**config.mk**
```make
export PLATFORM = sky130hd
export DESIGN_NAME = websocket_frame_deframer_core
export DESIGN_NICKNAME = d
export VERILOG_FILES = /design/src/wsfd_pkg.sv /design/src/websocket_frame_deframer_core.sv
export SDC_FILE = /design/constraint.sdc
export NUM_CORES = 1
export LEC_CHECK = 0
export BUFFER_PORTS_ARGS = -buffer_cell sky130_fd_sc_hd__buf_2
export CORE_MARGIN = 1
export CORE_UTILIZATION = 50
export CTS_BUF_LIST = sky130_fd_sc_hd__clkbuf_8
export CTS_CLUSTER_DIAMETER = 50
export DETAILED_ROUTE_END_ITERATION = 12
export GPL_TIMING_DRIVEN = 0
export PLACE_DENSITY = 0.67
export SLEW_MARGIN = 25
export SYNTH_ARGS = -nofsm -noshare
export SYNTH_HDL_FRONTEND = slang
export SYNTH_SLANG_ARGS = --single-unit
export TNS_END_PERCENT = 20
```
**constraint.sdc**
```tcl
create_clock -name clk -period 6.12 [get_ports clk]
set_input_delay 0.306 -clock clk [delete_from_list [all_inputs] [get_ports clk]]
set_output_delay 0.306 -clock clk [all_outputs]
set_load 0.01 [all_outputs]
```
**src/wsfd_pkg.sv**
```systemverilog
package wsfd_pkg;

    localparam int BYTE_W      = 8;
    localparam int KEEP_W      = 16;               // max_kept register width
    localparam int LEN_W       = 64;               // header payload length
    localparam int POS_W       = KEEP_W + 1;       // saturating payload position
    localparam int EXT_W       = 4;
    localparam int USER_W      = 3;

    localparam logic [6:0]        LEN_CODE_EXT16 = 7'd126;
    localparam logic [6:0]        LEN_CODE_EXT64 = 7'd127;
    localparam logic [EXT_W-1:0]  EXT16_BYTES    = 4'd2;
    localparam logic [EXT_W-1:0]  EXT64_BYTES    = 4'd8;
    localparam logic [1:0]        MASK_LAST_IDX  = 2'd3;   // fourth mask byte
    localparam logic [KEEP_W-1:0] MAX_KEPT_RESET = 16'd8191;

    // m_tuser bit positions
    localparam int USER_DATA_VALID  = 0;
    localparam int USER_TRUNCATED   = 1;
    localparam int USER_EMPTY_FRAME = 2;

endpackage

```
**src/websocket_frame_deframer_core.sv**
```systemverilog
// Channel   | Signals                          | Item
// ----------+----------------------------------+--------------------------------------
// s (in)    | s_tvalid s_tready s_tdata[7:0]   | one raw frame byte (rx_byte)
// m (out)   | m_tvalid m_tready m_tdata[7:0]   | out_byte; m_tlast = frame_end
//           | m_tlast m_tuser[2:0]             | m_tuser = {empty, truncated, valid}
// cfg       | cfg_we cfg_wdata[15:0]           | max_kept, written on cfg_we
//
// One input byte per clock unless stalled. Each accepted byte is decoded in
// the cycle it is taken and its result (if any) lands in the output register at
// that edge. s_tready is high whenever the output register is empty or being drained,
// so a stalled m side holds one result and stops input only while m_tready
// is low. Reset (rst_n low, async) returns to "expect first header byte"
// and sets max_kept to 8191.
module websocket_frame_deframer_core
(
    input  logic                              clk,
    input  logic                              rst_n,
    input  logic                              s_tvalid,
    output logic                              s_tready,
    input  logic [wsfd_pkg::BYTE_W-1:0]       s_tdata,    // [7:0] rx_byte
    output logic                              m_tvalid,
    input  logic                              m_tready,
    output logic [wsfd_pkg::BYTE_W-1:0]       m_tdata,    // [7:0] out_byte
    output logic                              m_tlast,    // frame_end
    output logic [wsfd_pkg::USER_W-1:0]       m_tuser,    // [0] data_valid,
                                                          // [1] truncated,
                                                          // [2] empty_frame
    input  logic                              cfg_we,
    input  logic [wsfd_pkg::KEEP_W-1:0]       cfg_wdata   // max_kept
);

    import wsfd_pkg::*;

    typedef enum logic [2:0]
    {
        PH_HEAD,
        PH_LEN,
        PH_EXT,
        PH_MASK,
        PH_DATA
    } phase_t;

    // Frame state
    phase_t              phase_reg,      phase_next;
    logic [EXT_W-1:0]    ext_left_reg,   ext_left_next;
    // Holds header length, then counts down bytes still to come in payload
    logic [LEN_W-1:0]    len_reg,        len_next;
    logic [31:0]         mask_key_reg,   mask_key_next;
    logic [1:0]          mask_cnt_reg,   mask_cnt_next;
    // Payload position, saturates once past any possible max_kept
    logic [POS_W-1:0]    pos_reg,        pos_next;
    logic [KEEP_W-1:0]   max_kept_reg;

    // Output register
    logic                out_valid_reg,  out_valid_next;
    logic [BYTE_W-1:0]   out_data_reg,   out_data_next;
    logic                out_last_reg,   out_last_next;
    logic [USER_W-1:0]   out_user_reg,   out_user_next;

    logic                accept;
    logic                produce;
    logic [6:0]          len_code;
    logic                last_byte;
    logic                keep_byte;
    logic [BYTE_W-1:0]   mask_byte;

    assign s_tready = !out_valid_reg || m_tready;
    assign accept   = s_tvalid && s_tready;

    assign m_tvalid = out_valid_reg;
    assign m_tdata  = out_data_reg;
    assign m_tlast  = out_last_reg;
    assign m_tuser  = out_user_reg;

    assign len_code  = s_tdata[6:0];
    assign last_byte = (len_reg == LEN_W'(1));
    assign keep_byte = !pos_reg[POS_W-1] && (pos_reg[KEEP_W-1:0] < max_kept_reg);

    // Mask byte (position mod 4); first received mask byte sits on top
    always_comb
    begin
        case (pos_reg[1:0])
            2'd0:    mask_byte = mask_key_reg[31:24];
            2'd1:    mask_byte = mask_key_reg[23:16];
            2'd2:    mask_byte = mask_key_reg[15:8];
            default: mask_byte = mask_key_reg[7:0];
        endcase
    end

    always_comb
    begin
        phase_next    = phase_reg;
        ext_left_next = ext_left_reg;
        len_next      = len_reg;
        mask_key_next = mask_key_reg;
        mask_cnt_next = mask_cnt_reg;
        pos_next      = pos_reg;
        produce       = 1'b0;
        out_data_next = '0;
        out_last_next = 1'b0;
        out_user_next = '0;

        case (phase_reg)
            PH_HEAD:
            begin
                phase_next = PH_LEN;
            end
            PH_LEN:
            begin
                mask_cnt_next = '0;
                len_next      = '0;
                if (len_code == LEN_CODE_EXT16)
                begin
                    ext_left_next = EXT16_BYTES;
                    phase_next    = PH_EXT;
                end
                else if (len_code == LEN_CODE_EXT64)
                begin
                    ext_left_next = EXT64_BYTES;
                    phase_next    = PH_EXT;
                end
                else
                begin
                    len_next   = LEN_W'(len_code);
                    phase_next = PH_MASK;
                end
            end
            PH_EXT:
            begin
                len_next      = {len_reg[LEN_W-BYTE_W-1:0], s_tdata};
                ext_left_next = ext_left_reg - EXT_W'(1);
                if (ext_left_reg == EXT_W'(1))
                    phase_next = PH_MASK;
            end
            PH_MASK:
            begin
                mask_key_next = {mask_key_reg[23:0], s_tdata};
                if (mask_cnt_reg == MASK_LAST_IDX)
                begin
                    mask_cnt_next = '0;
                    pos_next      = '0;
                    if (len_reg == '0)
                    begin
                        // zero-length frame: one empty closing result
                        phase_next                      = PH_HEAD;
                        produce                         = 1'b1;
                        out_last_next                   = 1'b1;
                        out_user_next[USER_EMPTY_FRAME] = 1'b1;
                    end
                    else
                    begin
                        phase_next = PH_DATA;
                    end
                end
                else
                begin
                    mask_cnt_next = mask_cnt_reg + 2'd1;
                end
            end
            PH_DATA:
            begin
                len_next = len_reg - LEN_W'(1);
                if (!pos_reg[POS_W-1])
                    pos_next = pos_reg + POS_W'(1);
                if (last_byte)
                    phase_next = PH_HEAD;
                if (keep_byte)
                begin
                    // kept byte: position < max_kept, so length > max_kept
                    // can't hold on the last byte
                    produce                        = 1'b1;
                    out_data_next                  = s_tdata ^ mask_byte;
                    out_last_next                  = last_byte;
                    out_user_next[USER_DATA_VALID] = 1'b1;
                end
                else if (last_byte)
                begin
                    produce                       = 1'b1;
                    out_last_next                 = 1'b1;
                    out_user_next[USER_TRUNCATED] = 1'b1;
                end
            end
            default:
            begin
                phase_next = PH_LEN;
            end
        endcase
    end

    assign out_valid_next = (accept && produce) || (out_valid_reg && !m_tready);

    always_ff @(posedge clk or negedge rst_n)
    begin
        if (!rst_n)
        begin
            phase_reg     <= PH_HEAD;
            ext_left_reg  <= '0;
            len_reg       <= '0;
            mask_key_reg  <= '0;
            mask_cnt_reg  <= '0;
            pos_reg       <= '0;
            max_kept_reg  <= MAX_KEPT_RESET;
            out_valid_reg <= 1'b0;
        end
        else
        begin
            out_valid_reg <= out_valid_next;
            if (cfg_we)
                max_kept_reg <= cfg_wdata;
            if (accept)
            begin
                phase_reg    <= phase_next;
                ext_left_reg <= ext_left_next;
                len_reg      <= len_next;
                mask_key_reg <= mask_key_next;
                mask_cnt_reg <= mask_cnt_next;
                pos_reg      <= pos_next;
            end
        end
    end

    always_ff @(posedge clk)
    begin
        if (accept && produce)
        begin
            out_data_reg <= out_data_next;
            out_last_reg <= out_last_next;
            out_user_reg <= out_user_next;
        end
    end

`ifndef SYNTHESIS
    a_ext_only_in_ext: assert property (@(posedge clk) disable iff (!rst_n)
        (phase_reg != PH_EXT) |-> (ext_left_reg == '0))
        else $error("ext_left nonzero outside extended length phase");

    a_last_returns_head: assert property (@(posedge clk) disable iff (!rst_n)
        (accept && phase_reg == PH_DATA && last_byte) |=>
            (phase_reg == PH_HEAD && out_valid_reg && out_last_reg))
        else $error("last payload byte did not close the frame");

    a_flags_exclusive: assert property (@(posedge clk) disable iff (!rst_n)
        m_tvalid |-> ($countones(m_tuser) <= 1))
        else $error("data_valid, truncated and empty_frame overlap");

    a_status_needs_last: assert property (@(posedge clk) disable iff (!rst_n)
        (m_tvalid && (m_tuser[USER_TRUNCATED] || m_tuser[USER_EMPTY_FRAME]))
            |-> m_tlast)
        else $error("truncated or empty result without frame end");

    a_no_silent_drop: assert property (@(posedge clk) disable iff (!rst_n)
        (out_valid_reg && !m_tready) |-> !s_tready)
        else $error("input taken while output stalled");
`endif

endmodule

```
Word-level counts from Yosys, hierarchy flattened

Index checks and enable logic that the tools add are counted.

Register bits: 151
Bits in latches: 0
Memory bits (writable): 0
ROM bits: 0
Input port bits: 29
Output and inout bits: 14
Logic and storage cells: 88
Memories kept: 0

Add/subtract/negate cells: 4
Multipliers: 0
Div/mod/pow operators: 0
$lt $le $gt $ge: 1
Equal/unequal tests: 16
Shift operators: 0
Mux-type cells: 27
Bitwise logic cells: 2
Reduce and logical (&&, ||, !) cells: 24

Operators with widths:

| kind                                                 | count |
|---|---|
| one-hot mux 64 bit (3 select lines)                  | 1 |
| equality test 64 x 1 -> 1 bit, second input constant | 1 |
| zero test 64 bit                                     | 1 |
| subtractor 64 x 1 -> 64 bit, second input constant   | 1 |
| two-way mux 17 bit                                   | 2 |
| one-hot mux 17 bit (2 select lines)                  | 1 |
| one-hot mux 8 bit (3 select lines)                   | 1 |
| adder 17 x 1 -> 17 bit, second input constant        | 1 |
| less-than comparator 16 bit                          | 1 |
| equality test 7 bit, second input constant           | 2 |
| two-way mux 7 bit                                    | 2 |
| two-way mux 3 bit                                    | 4 |
| one-hot mux 3 bit (4 select lines)                   | 1 |
| two-way mux 1 bit                                    | 8 |
| two-way mux 4 bit                                    | 2 |
| inequality test 2 bit, second input constant         | 4 |
| one-hot mux 4 bit (2 select lines)                   | 1 |
| AND reduction 2 bit                                  | 4 |
| AND reduction 4 bit                                  | 2 |
| XOR 8 bit                                            | 1 |
| equality test 3 x 2 -> 1 bit, second input constant  | 2 |
| AND reduction 3 bit                                  | 2 |
| nonzero test 2 bit                                   | 3 |
| equality test 2 bit, second input constant           | 2 |
| other kinds (17)                                     | 24 |

Logic depth before layout (Yosys ltp)

Gate-level depths: netlist of the first run.

Word-level depth: 6
Mapped depth: 10
Mapped depth without buffers: 10

Least setup slack after synthesis of the first run

No wires, ideal clock.

Kind: register to register
Start point: register len_reg[0]
End point: register out_data_reg[0] (netlist: m_tdata[0]) (enable)
Library setup time: 0.380 ns
Arrival time: 2.685 ns
Required time: 5.740 ns
Slack: 3.054 ns
Cell stages (with the launch flop): 10
Buffers on the path: 1
Period minus slack after synthesis: 3.066 ns
Cells stage by stage: dfrtp_1 > inv_1 > ha_1 > nor3b_1 > and3_1 > clkbuf_1 > nand3_1 > nor4_1 > nor3_1 > nor2_1

Word-level cells in the longest chain between the ends: 5

RTL lines:

| what                                                                     | RTL line                                                                   | RTL |
|---|---|---|
| from (decl)                                                              | websocket_frame_deframer_core.sv:47                                        | `logic [LEN_W-1:0] len_reg, len_next;` |
| from (signal assigned)                                                   | websocket_frame_deframer_core.sv:214                                       | `len_reg <= len_next;` |
| equality test 64 x 1 -> 1 bit / zero test 64 bit (equally long branches) | websocket_frame_deframer_core.sv:76, websocket_frame_deframer_core.sv:142  |  |
| two-way mux 1 bit, on equally long branches                              | websocket_frame_deframer_core.sv:176, websocket_frame_deframer_core.sv:142 |  |
| two-way mux 1 bit, on equally long branches                              | websocket_frame_deframer_core.sv:167, websocket_frame_deframer_core.sv:138 |  |
| one-hot mux 1 bit (2 select lines) (*)                                   | websocket_frame_deframer_core.sv:103                                       | `case (phase_reg)` |
| logical AND 1 bit (*)                                                    | websocket_frame_deframer_core.sv:224                                       | `if (accept && produce)` |
| to (signal assigned)                                                     | websocket_frame_deframer_core.sv:226                                       | `out_data_reg <= out_data_next;` |
| to (decl)                                                                | websocket_frame_deframer_core.sv:56                                        | `logic [BYTE_W-1:0] out_data_reg, out_data_next;` |

Mark *: on every way between the ends. The rest lies on a longest branch, timed or not.
A chain may end at the register's enable or synchronous reset.

Final worst setup path of the first run

Start point: register len_reg[0]
End point: register out_data_reg[1] (netlist: m_tdata[1]) (enable)

The elaborated chain is that of the path after synthesis.

==> results.json, run 1 <==
{
  "setup_viol": 0,
  "hold_class": "input port to flop",
  "antenna_left": 0,
  "num_vias": 7796,
  "holdPathStages": 3,
  "setup_ws_ns": 2.00,
  "yosysSeqAreaShare_pct": 45.3,
  "synth.top_cells.by_count": "dfrtp_1, o21ai_0, nand2_1",
  "die_area_sq_um": 17500,
  "critPathMaxFanout": 12,
  "endpoint_kind": "flop",
  "ff2ff_path_depth": 9,
  "via_per_inst": 6.31,
  "net-switching-power_mw": 1.98,
  "power_frac_comb_pct": 45.8,
  "drv_cap": 0,
  "nets": 1056,
  "drtIter0Drc": 913,
  "first_pass_iters": 5,
  "grt_max_degree": 75,
  "async_flop_share_pct": 92.1,
  "dp_slack_ns": 1.80,
  "crit_type": "flop to flop",
  "p_leak_nw": 3.98,
  "numCtsBuffers": 17,
  "tritoncts": "yes",
  "tightest_slew_ns": 1.03,
  "pin_count": 43,
  "fin_crit_sh_pct": 67.3,
  "row_count": 47,
  "relSlewSlack_pct": 30.5,
  "synth_top_area_cell": "dfrtp_1",
  "period_needed_ns": 4.12,
  "cts.path.max_buffers": 2,
  "h-tree-depth": 4,
  "grt_first_pass_wirelength_mm": 39.8,
  "final_area_sq_um": 9430,
  "synth_top_area_share_pct": 37.1,
  "grt_pass1_vias": 7314,
  "fin_skew_ns": 0.0170,
  "n_antenna_cell": 0,
  "die_h_microns": 132,
  "p_clk_share_pct": 18.1,
  "sequentialPowerShare_pct": 36.2,
  "cp.arrival_ns": 4.24,
  "wl_mm": 24.6,
  "ys_seq_elements": 151,
  "area.growth.synth_to_final_pct": 10.9,
  "initial_core_util_pct": 51.3,
  "max_stage_delay_ns": 0.67,
  "worstPathRequired_ns": 6.24,
  "syn-cell-area_sq_um": 8510,
  "ys_warn_count": 0,
  "drive_above_1_share_pct": 13.4,
  "syn_inst": 940,
  "synth_edf_count": 12,
  "post_cts_buffers": 0,
  "grt_overflow": 0,
  "wire_per_inst_microns": 19.9,
  "yosys-top-cells-area": "dfrtp_1, o21ai_0, nand2_1",
  "worstSetupStartpointType": "flop",
  "hold_viol_final": 0,
  "placed_area_sq_um": 9030,
  "ys.flop_type": "dfrtp_1",
  "cts_resized": 0,
  "pwr_density_cell_nw_per_um2": 450,
  "path_depth": 9,
  "antenna_found_initial": 0,
  "synth_cell_type_count": 61,
  "fp.dieW_microns": 132,
  "postCtsHoldBufs": 1,
  "final_core_util_pct": 56.9,
  "clock_latency_ns": 0.48,
  "slew_violations": 0,
  "synth_nets": 993,
  "root_buffer": "clkbuf_8",
  "drc": 0,
  "peakVddDrop_mv": 0.301,
  "fin_tns_setup_ns": 0,
  "holdWs_ns": 0.0262,
  "io_buffers": 42,
  "critPathBufInv": 2,
  "cts_sinks": 151,
  "track_usage_pct": 29.1,
  "p_int_mw": 2.26,
  "path_cells": "inv_1, ha_1, nor3b_1, and3_1, clkbuf_1, nand3_1, nor4_1, nor3_1, nor2_2",
  "syn_area_per_cell_sq_um": 9.05,
  "rsz0062_at_grt": "false",
  "clk_pin_slew_ns": 0.10,
  "status": "finished, final reports clean",
  "fmax_mhz": 243,
  "largest_reg_flops": 64,
  "synth_most_common_cell": "dfrtp_1",
  "place_congestion": 0.946,
  "nFillCells": 1533,
  "slowest_stage": "nor3b_1",
  "dp_hpwl_mm": 17.2,
  "cp_top_family": "simple AND/OR/NAND/NOR gates",
  "core_area_sq_um": 16600,
  "netSwitchingFraction_pct": 46.7
}
[cells by family (layout without fill, tap and decap cells)]
family / count (synthesis) / in the layout / share of synthesized area (%)
AOI/OAI and AO/OA: 264 / 264 / 19.6
muxes: 36 / 36 / 4.74
DFF: 151 / 151 / 45.3
xor gates and xnor gates: 18 / 18 / 1.85
adders and majority gates: 24 / 24 / 3.53
and+or+nand+nor: 362 / 362 / 21.1
buffers and inverters: 85 / 161 / 3.84
[worst register-to-register path, cell delays in order, from the launching register on]
cell,delay (ns)
dfrtp_1,0.44
inv_1,0.12
ha_1,0.18
nor3b_1,0.67
and3_1,0.24
clkbuf_1,0.40
nand3_1,0.33
nor4_1,0.67
nor3_1,0.18
nor2_2,0.53
[path summary, 6_finish.rpt]
kind | start | endpoint | slack [ns]
hold reg to reg | mask_cnt_reg[1] | mask_cnt_reg[1] | 0.51
max in group asynchronous | rst_n | max_kept_reg[12] | 5.02
min in group asynchronous | rst_n | pos_reg[6] | 0.34
setup reg to reg | len_reg[0] | m_tdata[1] | 2.00
setup / recovery | len_reg[0] | m_tdata[1] | 2.00
hold / removal | cfg_wdata[9] | max_kept_reg[9] | 0.03
[through the flow]
stage	std cells	power, mW
after floorplan	940	2.84
after global placement	1202	3.40
after detailed placement	1203	3.42
after CTS	1236	4.19
after global routing	1236	4.51
final	1236	4.24
[area by class of cell]
type	instances	area (sq um)	area share, %
Tap cell	220	275	2.92
Clock inverter	15	159	1.68
Sequential cell	151	3850	40.9
Timing Repair Buffer	44	258	2.73
Buffer	53	206	2.19
Multi-Input combinational cell	704	4330	45.9
Inverter	32	120	1.27
Clock buffer	17	234	2.48
[cell usage in the layout (no fill, tap or decap), types with 32 or more instances in the layout]
cell and count:
o21ai_0 109, clkbuf_1 47, nor3_1 38, buf_2 41, dfrtp_1 126, nor2_1 71, nand2_1 107, inv_1 32
a21oi_1 50, mux2_2 34
[power by group through the flow]
stage	Combinational, mW	Clock, mW	Sequential (mW)
2_1_floorplan	1.38	0	1.46
3_3_place_gp	1.85	0	1.54
3_5_place_dp	1.88	0	1.54
4_1_cts	1.89	0.775	1.52
5_1_grt	2.13	0.816	1.57
6_report	1.94	0.766	1.53
[layer usage]
| metal | share of wire, % | global-route usage [%] | vias up |
|---|---|---|---|
| li1 | - | - | 3622 |
| met1 | 45 | 41.7 | 3781 |
| met2 | 45 | 44.0 | 333 |
| met3 | 7.5 | 6.09 | 60 |
| met4 | 2.1 | 9.83 | 0 |
| met5 | 0 | 0 | - |
Power figures use the tool's default switching activity.
==> inputs of run 2 (changes only) <==
==> constraint.sdc (replaced) <==
create_clock -name clk -period 4.25 [get_ports clk]
set_input_delay 0.2125 -clock clk [delete_from_list [all_inputs] [get_ports clk]]
set_output_delay 0.2125 -clock clk [all_outputs]
set_load 0.01 [all_outputs]
==> run 2 against run 1 <==
Combinational power is 45% higher. First-iteration DRC count is 5.5% lower. Fmax is 5.0% higher. Non-clock buffer count is 16 higher. Utilization is 1.0 points higher. Final cell count is 1.3% higher. Design area is 1.8% higher. Routed wire length is 0.72% higher. Critical endpoint unchanged. Highest routed layer unchanged.
==> results.json, run 2 (synthesis results as in run 1) <==
{
  "cts.path.max_buffers": 2,
  "crit_type": "flop to flop",
  "layout_common_cells": "dfrtp_1, o21ai_0, nand2_1",
  "drtIter0Drc": 863,
  "die_area_sq_um": 17500,
  "initial_core_util_pct": 51.3,
  "worstPathRequired_ns": 4.37,
  "nets": 1072,
  "first_pass_iters": 6,
  "drive_above_1_share_pct": 13.3,
  "antenna_left": 0,
  "final_area_sq_um": 9600,
  "area.growth.synth_to_final_pct": 12.9,
  "tightest_slew_ns": 1.04,
  "dp_hpwl_mm": 17.2,
  "grtUsageMet1_pct": 41.9,
  "fin_skew_ns": 0.0166,
  "row_count": 47,
  "numCtsBuffers": 17,
  "netSwitchingFraction_pct": 46.7,
  "placed_area_sq_um": 9030,
  "clk_pin_slew_ns": 0.10,
  "grt_first_pass_wirelength_mm": 40.1,
  "fp.dieW_microns": 132,
  "hold_class": "input port to flop",
  "grt.met3_usage_pct": 6.02,
  "die_h_microns": 132,
  "grt_pass1_vias": 7426,
  "grt_overflow": 0,
  "antenna_found_initial": 0,
  "grtUsageMet2_pct": 44.6,
  "rsz0062_at_grt": "false",
  "n_antenna_cell": 0,
  "setup_ws_ns": 0.325,
  "final_common_cell": "dfrtp_1",
  "p_leak_nw": 4.05,
  "peakVddDrop_mv": 0.433,
  "drv_cap": 0,
  "track_usage_pct": 29.4,
  "dp_slack_ns": -0.0741,
  "io_buffers": 42,
  "net-switching-power_mw": 2.86,
  "p_int_mw": 3.26,
  "place_congestion": 0.946,
  "tritoncts": "yes",
  "slew_violations": 0,
  "grt_max_degree": 75,
  "p_clk_share_pct": 17.9,
  "fmax_mhz": 255,
  "setup_viol": 0,
  "fin_crit_sh_pct": 92.4,
  "h-tree-depth": 4,
  "period_needed_ns": 3.92,
  "pwr_density_cell_nw_per_um2": 638,
  "num_vias": 7861,
  "pin_count": 43,
  "hold_viol_final": 0,
  "top_usage_layer": "met2",
  "cp.arrival_ns": 4.04,
  "clock_latency_ns": 0.48,
  "power_frac_comb_pct": 46.0,
  "root_buffer": "clkbuf_8",
  "cts_sinks": 151,
  "status": "finished, final reports clean",
  "worstSetupStartpointType": "flop",
  "critPathMaxFanout": 12,
  "largest_reg_flops": 64,
  "drc": 0,
  "relSlewSlack_pct": 30.2,
  "endpoint_kind": "flop",
  "wl_mm": 24.8,
  "sequentialPowerShare_pct": 36.1,
  "via_per_inst": 6.28,
  "wire_per_inst_microns": 19.8,
  "core_area_sq_um": 16600
}
## run 2: cell count changes in the layout (fill, tap and decap cells not counted)
cell / previous run / this run
dlygate4sd3_1: 1 / 17
nor4_2: 0 / 1
nor4_1: 24 / 23
## run 2: path summary, 6_finish.rpt
check | to | startpoint | cells past startpoint | slack (ns)
hold reg to reg | mask_cnt_reg[1] | mask_cnt_reg[1] | 2 | 0.51
max in group asynchronous | len_reg[47] | rst_n | 3 | 3.25
setup / recovery | m_tdata[1] | len_reg[0] | 9 | 0.33
hold / removal | max_kept_reg[0] | cfg_we | 2 | 0.02
min in group asynchronous | pos_reg[6] | rst_n | 2 | 0.25
setup reg to reg | m_tdata[1] | len_reg[0] | 9 | 0.33
## run 2: area by class of cell
cell class,count,area [sq um]
fillers,1509,6980
inverters,32,120
flip-flops and latches,151,3850
clock buffers,17,234
repair buffers,60,418
plain buffers,53,206
clock inverters,15,159
well taps,220,275
multi-input cells,704,4330
## run 2: critical path: stages (launching register included)
cell and delay, ns:
dfrtp_1 0.44, inv_1 0.12, ha_1 0.18, nor3b_1 0.67, and3_1 0.24, clkbuf_1 0.40
nand3_1 0.33, nor4_2 0.52, nor3_1 0.15, nor2_2 0.51
## run 2: power groups by stage
stage	Combinational (mW)	Sequential (mW)	Clock, mW
finish	2.82	2.21	1.10
global route	3.08	2.26	1.18
CTS	2.73	2.19	1.12
detailed placement	2.71	2.22	0
global placement	2.67	2.22	0
floorplan	1.99	2.11	0
## run 2: per-stage QoR
stage	utilization, %	power, mW	hold slack, ns	TNS [ns]	cells
global route	57.9	6.52	0.0234	0	1252
global placement	54.2	4.89	0.422	-0.326	1202
finish	57.9	6.13	0.0167	0	1252
CTS	57.9	6.04	0.00600	0	1252
detailed placement	54.4	4.93	0.191	-0.881	1203
floorplan	-	4.10	-0.0831	0	940
## run 2: timing repair
item,in CTS,in global routing
pin swaps,0,0
setup buffers,0,0
hold endpoints to repair,75,0
setup endpoints to repair,12,12
hold buffers,17,0
resized for setup,1,1
cloned,0,0
## run 2: per-layer routing
layer | vias to the layer above | routed length (microns)
met2 | 371 | 11300
met3 | 48 | 1910
met5 | - | 0
met1 | 3793 | 11100
met4 | 0 | 494
li1 | 3649 | -
